==> src/rtl/core/kpdc_pkg.sv <==
// Package for the key press duration classifier: types, widths, register
// indexes and reset values. No dependencies.
`timescale 1ns / 1ps
`default_nettype none

package kpdc_pkg;

	localparam int KEY_FIELD_W  = 4;
	localparam int NUM_KEYS_DEF = 4;
	localparam int COUNT_W      = 9;
	localparam int CFG_IDX_W    = 3;
	localparam int CFG_DATA_W   = 8;
	localparam int THR_W        = 8;

	localparam logic [COUNT_W-1:0] COUNT_MAX = '1;

	localparam logic             PRESS_LEVEL_RST   = 1'b0;
	localparam logic [THR_W-1:0] SHORT_MIN_RST     = 8'd2;
	localparam logic [THR_W-1:0] SHORT_MAX_RST     = 8'd100;
	localparam logic [THR_W-1:0] LONG_MIN_RST      = 8'd150;
	localparam logic [THR_W-1:0] VERY_LONG_MIN_RST = 8'd50;

	typedef enum logic [CFG_IDX_W-1:0] {
		CFG_PRESS_LEVEL   = 3'd0,
		CFG_SHORT_MIN     = 3'd1,
		CFG_SHORT_MAX     = 3'd2,
		CFG_LONG_MIN      = 3'd3,
		CFG_VERY_LONG_MIN = 3'd4
	} cfg_idx_t;

	typedef struct packed {
		logic             press_level;
		logic [THR_W-1:0] short_min;
		logic [THR_W-1:0] short_max;
		logic [THR_W-1:0] long_min;
		logic [THR_W-1:0] very_long_min;
	} cfg_t;

	typedef struct packed {
		logic [KEY_FIELD_W-1:0] key_levels;
		logic [KEY_FIELD_W-1:0] clear_short_mask;
		logic [KEY_FIELD_W-1:0] clear_long_mask;
		logic [KEY_FIELD_W-1:0] clear_very_long_mask;
	} in_word_t;

	typedef struct packed {
		logic [KEY_FIELD_W-1:0] pressed_now;
		logic [KEY_FIELD_W-1:0] short_flags;
		logic [KEY_FIELD_W-1:0] long_flags;
		logic [KEY_FIELD_W-1:0] very_long_flags;
	} out_word_t;

	// Per-key status handed from a key unit to the result register
	typedef struct packed {
		logic pressed;
		logic short_f;
		logic long_f;
		logic very_long_f;
	} key_stat_t;

	// Per-key tick input handed from the input register to a key unit
	typedef struct packed {
		logic level;
		logic clr_short;
		logic clr_long;
		logic clr_very_long;
	} key_tick_t;

endpackage : kpdc_pkg

`default_nettype wire

==> src/rtl/core/key_press_duration_classifier_top.sv <==
// Top level of the key press duration classifier: input register, key units,
// result register. Depends on kpdc_pkg, kpdc_cfg_regs, kpdc_key_unit.
//
//   channel | signals                                | direction
//   --------+----------------------------------------+----------
//   input   | in_valid, in_stall, in_word            | tick word in
//   output  | out_valid, out_stall, out_word         | status word out
//   config  | cfg_valid, cfg_ready, cfg_index, cfg_data | register write
//
// One tick word per cycle sustained while in_stall is low; an accepted word enters
// the input register and moves through the per-key update logic into the result
// register once that register is free, and its status word is offered from there.
// Reset clears all key state and loads the register defaults; no clearing pass.
// A stalled result holds; a new word still enters the input register, and
// in_stall rises only when both the input and result registers are full.
`timescale 1ns / 1ps
`default_nettype none

module key_press_duration_classifier_top
	import kpdc_pkg::*;
#(
	parameter int NUM_KEYS = NUM_KEYS_DEF
) (
	input  wire logic                  clk,
	input  wire logic                  arst_n,
	input  wire logic                  in_valid,
	output logic                       in_stall,
	input  wire in_word_t              in_word,
	output logic                       out_valid,
	input  wire logic                  out_stall,
	output out_word_t                  out_word,
	input  wire logic                  cfg_valid,
	output logic                       cfg_ready,
	input  wire logic [CFG_IDX_W-1:0]  cfg_index,
	input  wire logic [CFG_DATA_W-1:0] cfg_data
);

	cfg_t      cfg;
	logic      s1_valid_q;
	in_word_t  word_s1;
	logic      out_valid_q;
	out_word_t word_s2;
	logic      s2_take;
	logic      in_take;
	key_stat_t stat [NUM_KEYS];
	out_word_t result;

	kpdc_cfg_regs u_cfg (
		.clk       (clk),
		.arst_n    (arst_n),
		.cfg_valid (cfg_valid),
		.cfg_ready (cfg_ready),
		.cfg_index (cfg_index),
		.cfg_data  (cfg_data),
		.cfg       (cfg)
	);

	// Handshake: the result register frees when empty or taken
	assign s2_take  = s1_valid_q && (!out_valid_q || !out_stall);
	assign in_stall = s1_valid_q && out_valid_q && out_stall;
	assign in_take  = in_valid && !in_stall;

	// Input register
	always_ff @(posedge clk or negedge arst_n) begin
		if (!arst_n) begin
			s1_valid_q <= 1'b0;
		end else if (in_take) begin
			s1_valid_q <= 1'b1;
		end else if (s2_take) begin
			s1_valid_q <= 1'b0;
		end
	end

	always_ff @(posedge clk) begin
		if (in_take) begin
			word_s1 <= in_word;
		end
	end

	// Key units; keys past the field width see level zero and no clears
	for (genvar k = 0; k < NUM_KEYS; k++) begin : g_key
		key_tick_t tick;
		if (k < KEY_FIELD_W) begin : g_in
			assign tick.level         = word_s1.key_levels[k];
			assign tick.clr_short     = word_s1.clear_short_mask[k];
			assign tick.clr_long      = word_s1.clear_long_mask[k];
			assign tick.clr_very_long = word_s1.clear_very_long_mask[k];
		end else begin : g_none
			assign tick = '0;
		end

		kpdc_key_unit u_key (
			.clk     (clk),
			.arst_n  (arst_n),
			.cfg     (cfg),
			.advance (s2_take),
			.tick    (tick),
			.stat    (stat[k])
		);
	end

	// Gather the visible keys into the result word
	always_comb begin
		result = '0;
		for (int k = 0; k < NUM_KEYS && k < KEY_FIELD_W; k++) begin
			result.pressed_now[k]     = stat[k].pressed;
			result.short_flags[k]     = stat[k].short_f;
			result.long_flags[k]      = stat[k].long_f;
			result.very_long_flags[k] = stat[k].very_long_f;
		end
	end

	// Result register
	always_ff @(posedge clk or negedge arst_n) begin
		if (!arst_n) begin
			out_valid_q <= 1'b0;
		end else if (s2_take) begin
			out_valid_q <= 1'b1;
		end else if (!out_stall) begin
			out_valid_q <= 1'b0;
		end
	end

	always_ff @(posedge clk) begin
		if (s2_take) begin
			word_s2 <= result;
		end
	end

	assign out_valid = out_valid_q;
	assign out_word  = word_s2;

`ifndef SYNTHESIS
	a_s1_fills: assert property (@(posedge clk) disable iff (!arst_n)
		in_take |=> s1_valid_q)
		else $error("accepted word did not reach the input register");

	a_s2_fills: assert property (@(posedge clk) disable iff (!arst_n)
		s2_take |=> out_valid_q)
		else $error("advanced word did not reach the result register");

	a_short_excl: assert property (@(posedge clk) disable iff (!arst_n)
		out_valid_q |-> ((word_s2.short_flags
			& (word_s2.long_flags | word_s2.very_long_flags)) == '0))
		else $error("short flag set together with a long flag");
`endif

endmodule : key_press_duration_classifier_top

`default_nettype wire

==> src/rtl/core/kpdc_cfg_regs.sv <==
// Configuration register file of the key press duration classifier.
// Depends on kpdc_pkg.
`timescale 1ns / 1ps
`default_nettype none

module kpdc_cfg_regs
	import kpdc_pkg::*;
(
	input  wire logic                  clk,
	input  wire logic                  arst_n,
	input  wire logic                  cfg_valid,
	output logic                       cfg_ready,
	input  wire logic [CFG_IDX_W-1:0]  cfg_index,
	input  wire logic [CFG_DATA_W-1:0] cfg_data,
	output cfg_t                       cfg
);

	cfg_t cfg_q;

	assign cfg_ready = 1'b1;
	assign cfg         = cfg_q;

	// Decode the index and load the addressed register; unknown indexes drop
	always_ff @(posedge clk or negedge arst_n) begin
		if (!arst_n) begin
			cfg_q.press_level   <= PRESS_LEVEL_RST;
			cfg_q.short_min     <= SHORT_MIN_RST;
			cfg_q.short_max     <= SHORT_MAX_RST;
			cfg_q.long_min      <= LONG_MIN_RST;
			cfg_q.very_long_min <= VERY_LONG_MIN_RST;
		end else if (cfg_valid) begin
			unique case (cfg_index)
				CFG_PRESS_LEVEL:   cfg_q.press_level   <= cfg_data[0];
				CFG_SHORT_MIN:     cfg_q.short_min     <= cfg_data;
				CFG_SHORT_MAX:     cfg_q.short_max     <= cfg_data;
				CFG_LONG_MIN:      cfg_q.long_min      <= cfg_data;
				CFG_VERY_LONG_MIN: cfg_q.very_long_min <= cfg_data;
				default: ;
			endcase
		end
	end

endmodule : kpdc_cfg_regs

`default_nettype wire

==> src/rtl/core/kpdc_key_unit.sv <==
// State and tick update of one key: previous level, hold counter, sticky flags.
// Depends on kpdc_pkg.
`timescale 1ns / 1ps
`default_nettype none

module kpdc_key_unit
	import kpdc_pkg::*;
(
	input  wire logic      clk,
	input  wire logic      arst_n,
	input  wire cfg_t      cfg,
	input  wire logic      advance,
	input  wire key_tick_t tick,
	output key_stat_t      stat
);

	logic               prev_q;
	logic [COUNT_W-1:0] count_q;
	logic               short_q;
	logic               long_q;
	logic               very_long_q;

	logic               now;
	logic [COUNT_W-1:0] count_inc;
	logic [COUNT_W-1:0] count_d;
	logic               short_d;
	logic               long_d;
	logic               very_long_d;

	// Compute the next key state for this tick
	always_comb begin
		now         = (tick.level == cfg.press_level);
		count_inc   = (count_q == COUNT_MAX) ? count_q : count_q + COUNT_W'(1);
		count_d     = count_q;
		short_d     = short_q & ~tick.clr_short;
		long_d      = long_q & ~tick.clr_long;
		very_long_d = very_long_q & ~tick.clr_very_long;

		if (!prev_q && now) begin
			// press edge: restart everything
			count_d     = '0;
			short_d     = 1'b0;
			long_d      = 1'b0;
			very_long_d = 1'b0;
		end else if (prev_q && now) begin
			if (count_inc > {1'b0, cfg.long_min}) begin
				long_d  = 1'b1;
				count_d = '0;
			end else if (long_d && (count_inc > {1'b0, cfg.very_long_min})) begin
				very_long_d = 1'b1;
				count_d     = '0;
			end else begin
				count_d = count_inc;
			end
		end else if (prev_q && !now) begin
			// release: short press only inside the window and with no long flag
			if ((count_q > {1'b0, cfg.short_min}) && (count_q < {1'b0, cfg.short_max})
					&& !long_d && !very_long_d) begin
				short_d = 1'b1;
			end
			count_d = '0;
		end
	end

	// Commit the update when the tick leaves the input register
	always_ff @(posedge clk or negedge arst_n) begin
		if (!arst_n) begin
			prev_q      <= 1'b0;
			count_q     <= '0;
			short_q     <= 1'b0;
			long_q      <= 1'b0;
			very_long_q <= 1'b0;
		end else if (advance) begin
			prev_q      <= now;
			count_q     <= count_d;
			short_q     <= short_d;
			long_q      <= long_d;
			very_long_q <= very_long_d;
		end
	end

	assign stat.pressed     = now;
	assign stat.short_f     = short_d;
	assign stat.long_f      = long_d;
	assign stat.very_long_f = very_long_d;

endmodule : kpdc_key_unit

`default_nettype wire
==> config.mk <==
export PLATFORM = sky130hd
export DESIGN_NAME = key_press_duration_classifier_top
export DESIGN_NICKNAME = d
export VERILOG_FILES = /design/src/rtl/core/kpdc_pkg.sv /design/src/rtl/core/key_press_duration_classifier_top.sv /design/src/rtl/core/kpdc_cfg_regs.sv /design/src/rtl/core/kpdc_key_unit.sv
export SDC_FILE = /design/constraint.sdc
export NUM_CORES = 1
export LEC_CHECK = 0
export BUFFER_PORTS_ARGS = -buffer_cell sky130_fd_sc_hd__buf_2
export CORE_ASPECT_RATIO = 1.2
export CORE_MARGIN = 3
export CORE_UTILIZATION = 40
export DETAILED_ROUTE_END_ITERATION = 8
export GPL_TIMING_DRIVEN = 0
export PLACE_DENSITY = 0.64
export SLEW_MARGIN = 20
export SYNTH_ARGS = -nofsm -noshare
export SYNTH_HDL_FRONTEND = slang
export SYNTH_HIERARCHICAL = 1
export SYNTH_SLANG_ARGS = --single-unit
==> constraint.sdc <==
create_clock -name clk -period 6.3 [get_ports clk]
set_clock_uncertainty 0.2 [all_clocks]
set_input_delay 1.575 -clock clk [delete_from_list [all_inputs] [get_ports clk]]
set_output_delay 1.575 -clock clk [all_outputs]
set_load 0.05 [all_outputs]
==> reports/results.tsv, run 1 <==
stage	metric	value	unit
floorplan	fp.dieH	170.7	microns
sta	finalCritPeriodShare	62.95	%
synthesis	yosysTopAreaCellShare	21.02	%
finish	final_util	47.20	%
sta	relSlewSlack	31.99	%
place	dp.cells	1257	
power	leakage	0.005047	uW
synthesis	ys_seq_area_share	34.84	%
synthesis	yosys.area_share.adder	17.70	%
synthesis	synth_top_family_by_area	adder cells	
detailed_routing	drtAntennaViolNets	0	
clock_network	cts_buffers	17	
grt	grt_pass1_wl	36.00	mm
grt	grt_max_degree	65	
sta	drv_slew	0	
floorplan	die_area	24460	sq um
finish	layout.nets	1162	
sta	rsz0062_at_grt	no	
detailed_routing	drt_iter0_drc	324	
synthesis	synthFlopType	dfrtp_1	
sta	finalSetupViolations	0	
grt	grt_overflow	0	
floorplan	start_util	41.26	%
detailed_routing	routed_wl	22.16	mm
synthesis	synth_edf_count	32	
clock_network	cts_max_level	4	
clock_network	cts_resized	0	
place	dp_hpwl	16.59	mm
clock_network	cts_hold_buf	0	
grt	grt_usage	18.89	%
clock_network	clkTransAtPathRegs	0.06	ns
synthesis	yosys_warnings	6	
grt	antenna_found_initial	1	
place	dp_slack	2.351	ns
synthesis	ys_top_cells_by_area	dfrtp_1 21%, ha_1 18%, edfxtp_1 11%, inv_1 5.7%, mux2_2 3.9%	
run	cap_violations	0	
synthesis	synth_mux_area_share	5.187	%
floorplan	die_w	143.3	microns
synthesis	ys_types	77	
synthesis	yosys-top-cells-count	138 x inv_1, 128 x ha_1, 76 x dfrtp_1	
setup_path	cp-end-kind	flop	
sta	hold_viol_final	0	
detailed_routing	post_drt_wl_per_cell	17.18	microns
synthesis	synthCells	932	
place	portBuffers	49	
power	vdd_drop_max	0.2059	mV
synthesis	synth_most_common_cell	inv_1	
synthesis	synth_xor_area_share	2.407	%
setup_path	cp_max_fo	10	
synthesis	syn_nets	1092	
sta	tightest_slew	1.020	ns
floorplan	fp-row-count	59	
detailed_routing	first_pass_iters	5	
detailed_routing	vias_per_cell	5.450	
clock_network	clk_latency	0.42	ns
synthesis	yosys.area.top_type	dfrtp_1	
setup_path	arrival	4.10	ns
power	finalPower	3493	uW
clock_network	cts_root_buffer	clkbuf_16	
outcome	status	complete, no violations	
clock_network	clkSinkCount	119	
setup_path	startpoint_type	flop	
sta	period_minus_slack	3.966	ns
finish	drive_gt1_share	18.92	%
clock_network	clockBufferDepth	2	
place	gp_congestion	0.8774	
detailed_routing	num_vias	7031	
sta	fmax	252.2	MHz
floorplan	core-area	21920	sq um
synthesis	synth_compound_area_share	15.27	%
synthesis	synthArstFlopShare	73.11	%
detailed_routing	drcViolationCount	0	
clock_network	post-cts-setup-buffers	0	
synthesis	syn_area_per_cell	9.706	sq um
sta	fin_hold_ws	0.2779	ns
setup_path	cp_data_required_time	6.44	ns
synthesis	synth_area	9046	sq um
sta	final.setup.worst_slack	2.334	ns
min_path	hold_class	reg2reg	
synthesis	ys_ff_latch	119	
clock_network	cts_tree	yes	
synthesis	synthSimpleGateAreaFrac	16.40	%
floorplan	num_io_pins	51	
finish	areaGrowthSynthToFinish	14.38	%
finish	fin_cells	1290	
setup_path	critPathKind	reg2reg	
power	power_density	337.6	nW/um^2
grt	first_global_vias	7121	
## critical path, cell delays in order, from the launching register on
cell      delay (ns)
dfrtp_1         0.46
ha_1            0.26
and3_4          0.20
and3_4          0.19
nand2_2         0.17
nand4_1         0.18
xnor2_1         0.31
ha_1            0.30
and4_4          0.19
a21boi_4        0.14
o41ai_4         0.47
nand3_4         0.22
or4_1           0.51
o211ai_1        0.09
## kinds of logic (layout without fill, tap and decap cells)
logic type / after synthesis / count (layout)
AND/OR/NAND/NOR: 264 / 264
AO/OA/AOI/OAI: 188 / 188
multiplexers: 39 / 39
buffers and inverters: 169 / 252
other: 1 / 2
XOR/XNOR: 24 / 24
adder cells (fa/ha/maj): 128 / 128
flip-flops: 119 / 119
## registers in the layout (all words and copies together) (netlist names)
name                     flops
g_key.u_key/long_q           4
u_cfg/cfg                   33
g_key.u_key/very_long_q      4
g_key.u_key/prev_q           4
g_key.tick                  16
out_word                    16
out_valid                    1
g_key.u_key/short_q          4
g_key.u_key/count_q         36
s1_valid_q                   1
## final timing paths
kind                                                 start                         end  slack [ns]  depth (start not counted)
worst max-delay path             g_key[0].u_key/count_q[0]   g_key[0].u_key/count_q[5]        2.33                         13
worst min-delay path            g_key[0].u_key/very_long_q  g_key[0].u_key/very_long_q        0.28                          2
worst max register to register   g_key[0].u_key/count_q[0]   g_key[0].u_key/count_q[5]        2.33                         13
worst min register to register  g_key[0].u_key/very_long_q  g_key[0].u_key/very_long_q        0.28                          2
max in group asynchronous                           arst_n               u_cfg/cfg[21]        4.44                          2
min in group asynchronous                           arst_n       g_key[2].u_key/long_q        0.81                          1
## routing by layer
layer / routed length [microns] / track usage (%) / vias up
met5: 0 / 0 / -
met4: 853 / 7.944 / 0
met3: 817 / 3.383 / 45
met2: 10770 / 32.60 / 134
met1: 9719 / 23.18 / 3359
li1: - / - / 3493
## cell type report
type                       count  area, sq um
antenna                        1        2.502
buffer                        30        215.2
clock buffer                  18        439.2
clock inverter                14        198.9
fill                        2075        11580
inverter                     139        521.8
multi-input combinational    644         5169
sequential                   119         3152
tap                          274        342.8
timing repair buffer          51        306.5
## report_power, final
group / switching [uW] / internal, uW / total (uW)
combinational: 718 / 557 / 1280
sequential: 234 / 937 / 1170
clock: 372 / 675 / 1050
## through the flow
| stage | instance area, sq um | TNS, ns |
|---|---|---|
| 3_5_place_dp | 9707 | 0 |
| 4_1_cts | 10340 | 0 |
| 5_1_grt | 10350 | 0 |
| 2_1_floorplan | 9046 | 0 |
| 3_3_place_gp | 9634 | -93.16 |
| 6_report | 10350 | 0 |
## cells in the final DEF, fill, tap and decap left out, types with 19 or more instances in the layout
master,n
edfxtp_1,32
dfrtp_1,76
ha_1,128
o21ai_0,33
nand4_1,19
nand3_1,28
inv_1,138
buf_2,49
nand2_1,74
a21oi_1,31
nor2_1,36
mux2_2,31
No activity file was read; power rests on OpenSTA's default activity.
==> inputs of run 2 (changes only) <==
clock period = 3.7 ns   (was 6.3 ns; I/O delays follow)
==> reports/results.tsv, run 2 (synthesis results as in run 1) <==
stage	metric	value	unit	change
outcome	status	complete, no violations		
floorplan	core-area	21920	sq um	unchanged
floorplan	die_w	143.3	microns	unchanged
place	dpl_cell_area	9707	sq um	unchanged
finish	fin_area	10640	sq um	+2.8%
floorplan	num_io_pins	51		unchanged
clock_network	cts_root_buffer	clkbuf_16		
clock_network	cts_tree	yes		
min_path	hold_class	in2async		
detailed_routing	routed_wl	22.88	mm	+3.2%
power	leakage	0.005128	uW	+1.6%
finish	largest_register_ff_count	36		unchanged
grt	grt_usage	19.16	%	+0.27 points
finish	layout.nets	1182		+1.7%
setup_path	cp_data_required_time	3.85	ns	-2.59 ns
detailed_routing	drtAntennaViolNets	0		unchanged
sta	finalCritPeriodShare	96.66	%	+34 points
sta	tns	0	ns	unchanged
clock_network	clkSinkCount	119		unchanged
sta	hold_viol_final	0		unchanged
setup_path	crit_path_frequent_cell	and3_4		
finish	final_cell_mix	138 x inv_1, 125 x ha_1, 74 x nand2_1, 60 x dfrtp_1, 49 x buf_2		
detailed_routing	num_vias	7138		+1.5%
grt	grt_overflow	0		unchanged
place	dp_slack	-0.2739	ns	-2.625 ns
place	gp_congestion	0.8639		-1.5%
floorplan	fp-row-count	59		unchanged
place	dp_hpwl	16.73	mm	+0.82%
sta	drv_slew	0		unchanged
setup_path	critPathKind	reg2reg		
run	cap_violations	0		unchanged
finish	areaGrowthSynthToFinish	17.57	%	
power	power_density	564.1	nW/um^2	+67%
floorplan	fp.dieH	170.7	microns	unchanged
clock_network	clockBufferDepth	2		unchanged
power	finalPower	6000	uW	+72%
finish	regMostFlops	g_key.u_key/count_q		
detailed_routing	post_drt_wl_per_cell	17.48	microns	+1.7%
sta	fmax	279.6	MHz	+11%
detailed_routing	drcViolationCount	0		unchanged
setup_path	cp_max_fo	9		-1
grt	grt_max_degree	46		-29%
grt	first_global_vias	7112		-0.13%
finish	diodes	0		-1
clock_network	clkTransAtPathRegs	0.06	ns	about the same
clock_network	clk_latency	0.43	ns	about the same
finish	drive_gt1_share	24.25	%	+5.3 points
sta	tightest_slew	1.092	ns	+0.07140 ns
sta	final.setup.worst_slack	0.1238	ns	-2.210 ns
power	vdd_drop_max	0.3611	mV	+75%
floorplan	die_area	24460	sq um	unchanged
sta	finalSetupViolations	0		unchanged
finish	final_util	48.51	%	+1.3 points
place	portBuffers	49		unchanged
setup_path	regToRegSetupSlack	0.12	ns	-2.21 ns
detailed_routing	vias_per_cell	5.453		about the same
floorplan	start_util	41.26	%	unchanged
detailed_routing	first_pass_iters	5		unchanged
detailed_routing	drt_iter0_drc	325		+0.31%
setup_path	cp-end-kind	flop		
setup_path	cp_slowest_cell	or4_1		
clock_network	cts_max_level	4		unchanged
sta	relSlewSlack	27.23	%	-4.8 points
setup_path	arrival	3.73	ns	-0.37 ns
setup_path	critPathMaxStageDelay	0.48	ns	-0.03 ns
sta	period_minus_slack	3.576	ns	-0.3896 ns
setup_path	startpoint_type	flop		
finish	final_common_cell	inv_1		
grt	antenna_found_initial	0		-1
setup_path	crit_chain	ha_2 > and3_4 > and3_4 > nand2_8 > nand4_1 > xnor2_2 > ha_1 > or3_1 > a21oi_2 > a311o_1 > nand3_4 > or4_1 > o211ai_1		
clock_network	cts_buffers	17		unchanged
grt	grt_pass1_wl	36.54	mm	+1.5%
setup_path	reg2reg_depth	13		unchanged
run 2: cell count changes in the layout (fill, tap and decap cells not counted), moves of 3 or more:
cell,previous run,this run
buf_4,17,39
dfrtp_1,76,60
dfrtp_2,0,16
ha_1,128,125
xnor2_1,18,13
xnor2_2,0,5
run 2: report_power, final:
part | switching, uW | total (uW) | internal, uW
Combinational | 1260 | 2310 | 1050
Clock | 643 | 1670 | 1030
Sequential | 406 | 2010 | 1600
run 2: worst max-delay path, delay by kind of cell, from the launching register on:
kind                       cells  cell delay [ns]
and+or+nand+nor                7             1.66
AOI/OAI and AO/OA              3             0.45
xor gates and xnor gates       1             0.21
DFF                            1             0.44
adders and majority gates      2             0.54
run 2: stage by stage:
step,hold WS [ns],cells
4_1_cts,0.2321,1291
2_1_floorplan,0.2393,932
5_1_grt,0.2364,1309
3_5_place_dp,0.2577,1257
6_report,0.2086,1309
3_3_place_gp,0.2520,1255
run 2: timing repair:
action / CTS / global route
hold buffers: 0 / 0
resized for setup: 5 / 37
pin swaps: 4 / 8
setup endpoints to repair: 25 / 37
buffers inserted: 4 / 18
run 2: layer usage:
metal / share of wire [%] / GRT usage (%) / routed length [microns] / vias up
met1: 44 / 24.43 / 10170 / 3459
met2: 49 / 32.62 / 11320 / 128
li1: - / - / - / 3519
met4: 2.5 / 6.470 / 574 / 0
met3: 3.5 / 3.662 / 812 / 32
met5: 0 / 0 / 0 / -
run 2: final timing paths:
kind / from / endpoint
min in group clk: g_key[3].u_key/short_q / g_key[3].u_key/short_q
max in group asynchronous: arst_n / u_cfg/cfg[18]
worst min-delay path: arst_n / g_key[3].u_key/long_q
worst min register to register: g_key[3].u_key/short_q / g_key[3].u_key/short_q
worst max-delay path: g_key[0].u_key/count_q[0] / g_key[0].u_key/count_q[5]
worst max register to register: g_key[0].u_key/count_q[0] / g_key[0].u_key/count_q[5]
run 2: layout make-up:
class | instances | area, sq um
fill | 1968 | 11290
multi-input combinational | 644 | 5321
sequential | 119 | 3172
inverter | 139 | 521.8
timing repair buffer | 73 | 471.7
clock buffer | 19 | 452.9
tap | 274 | 342.8
buffer | 28 | 207.7
clock inverter | 13 | 145.1
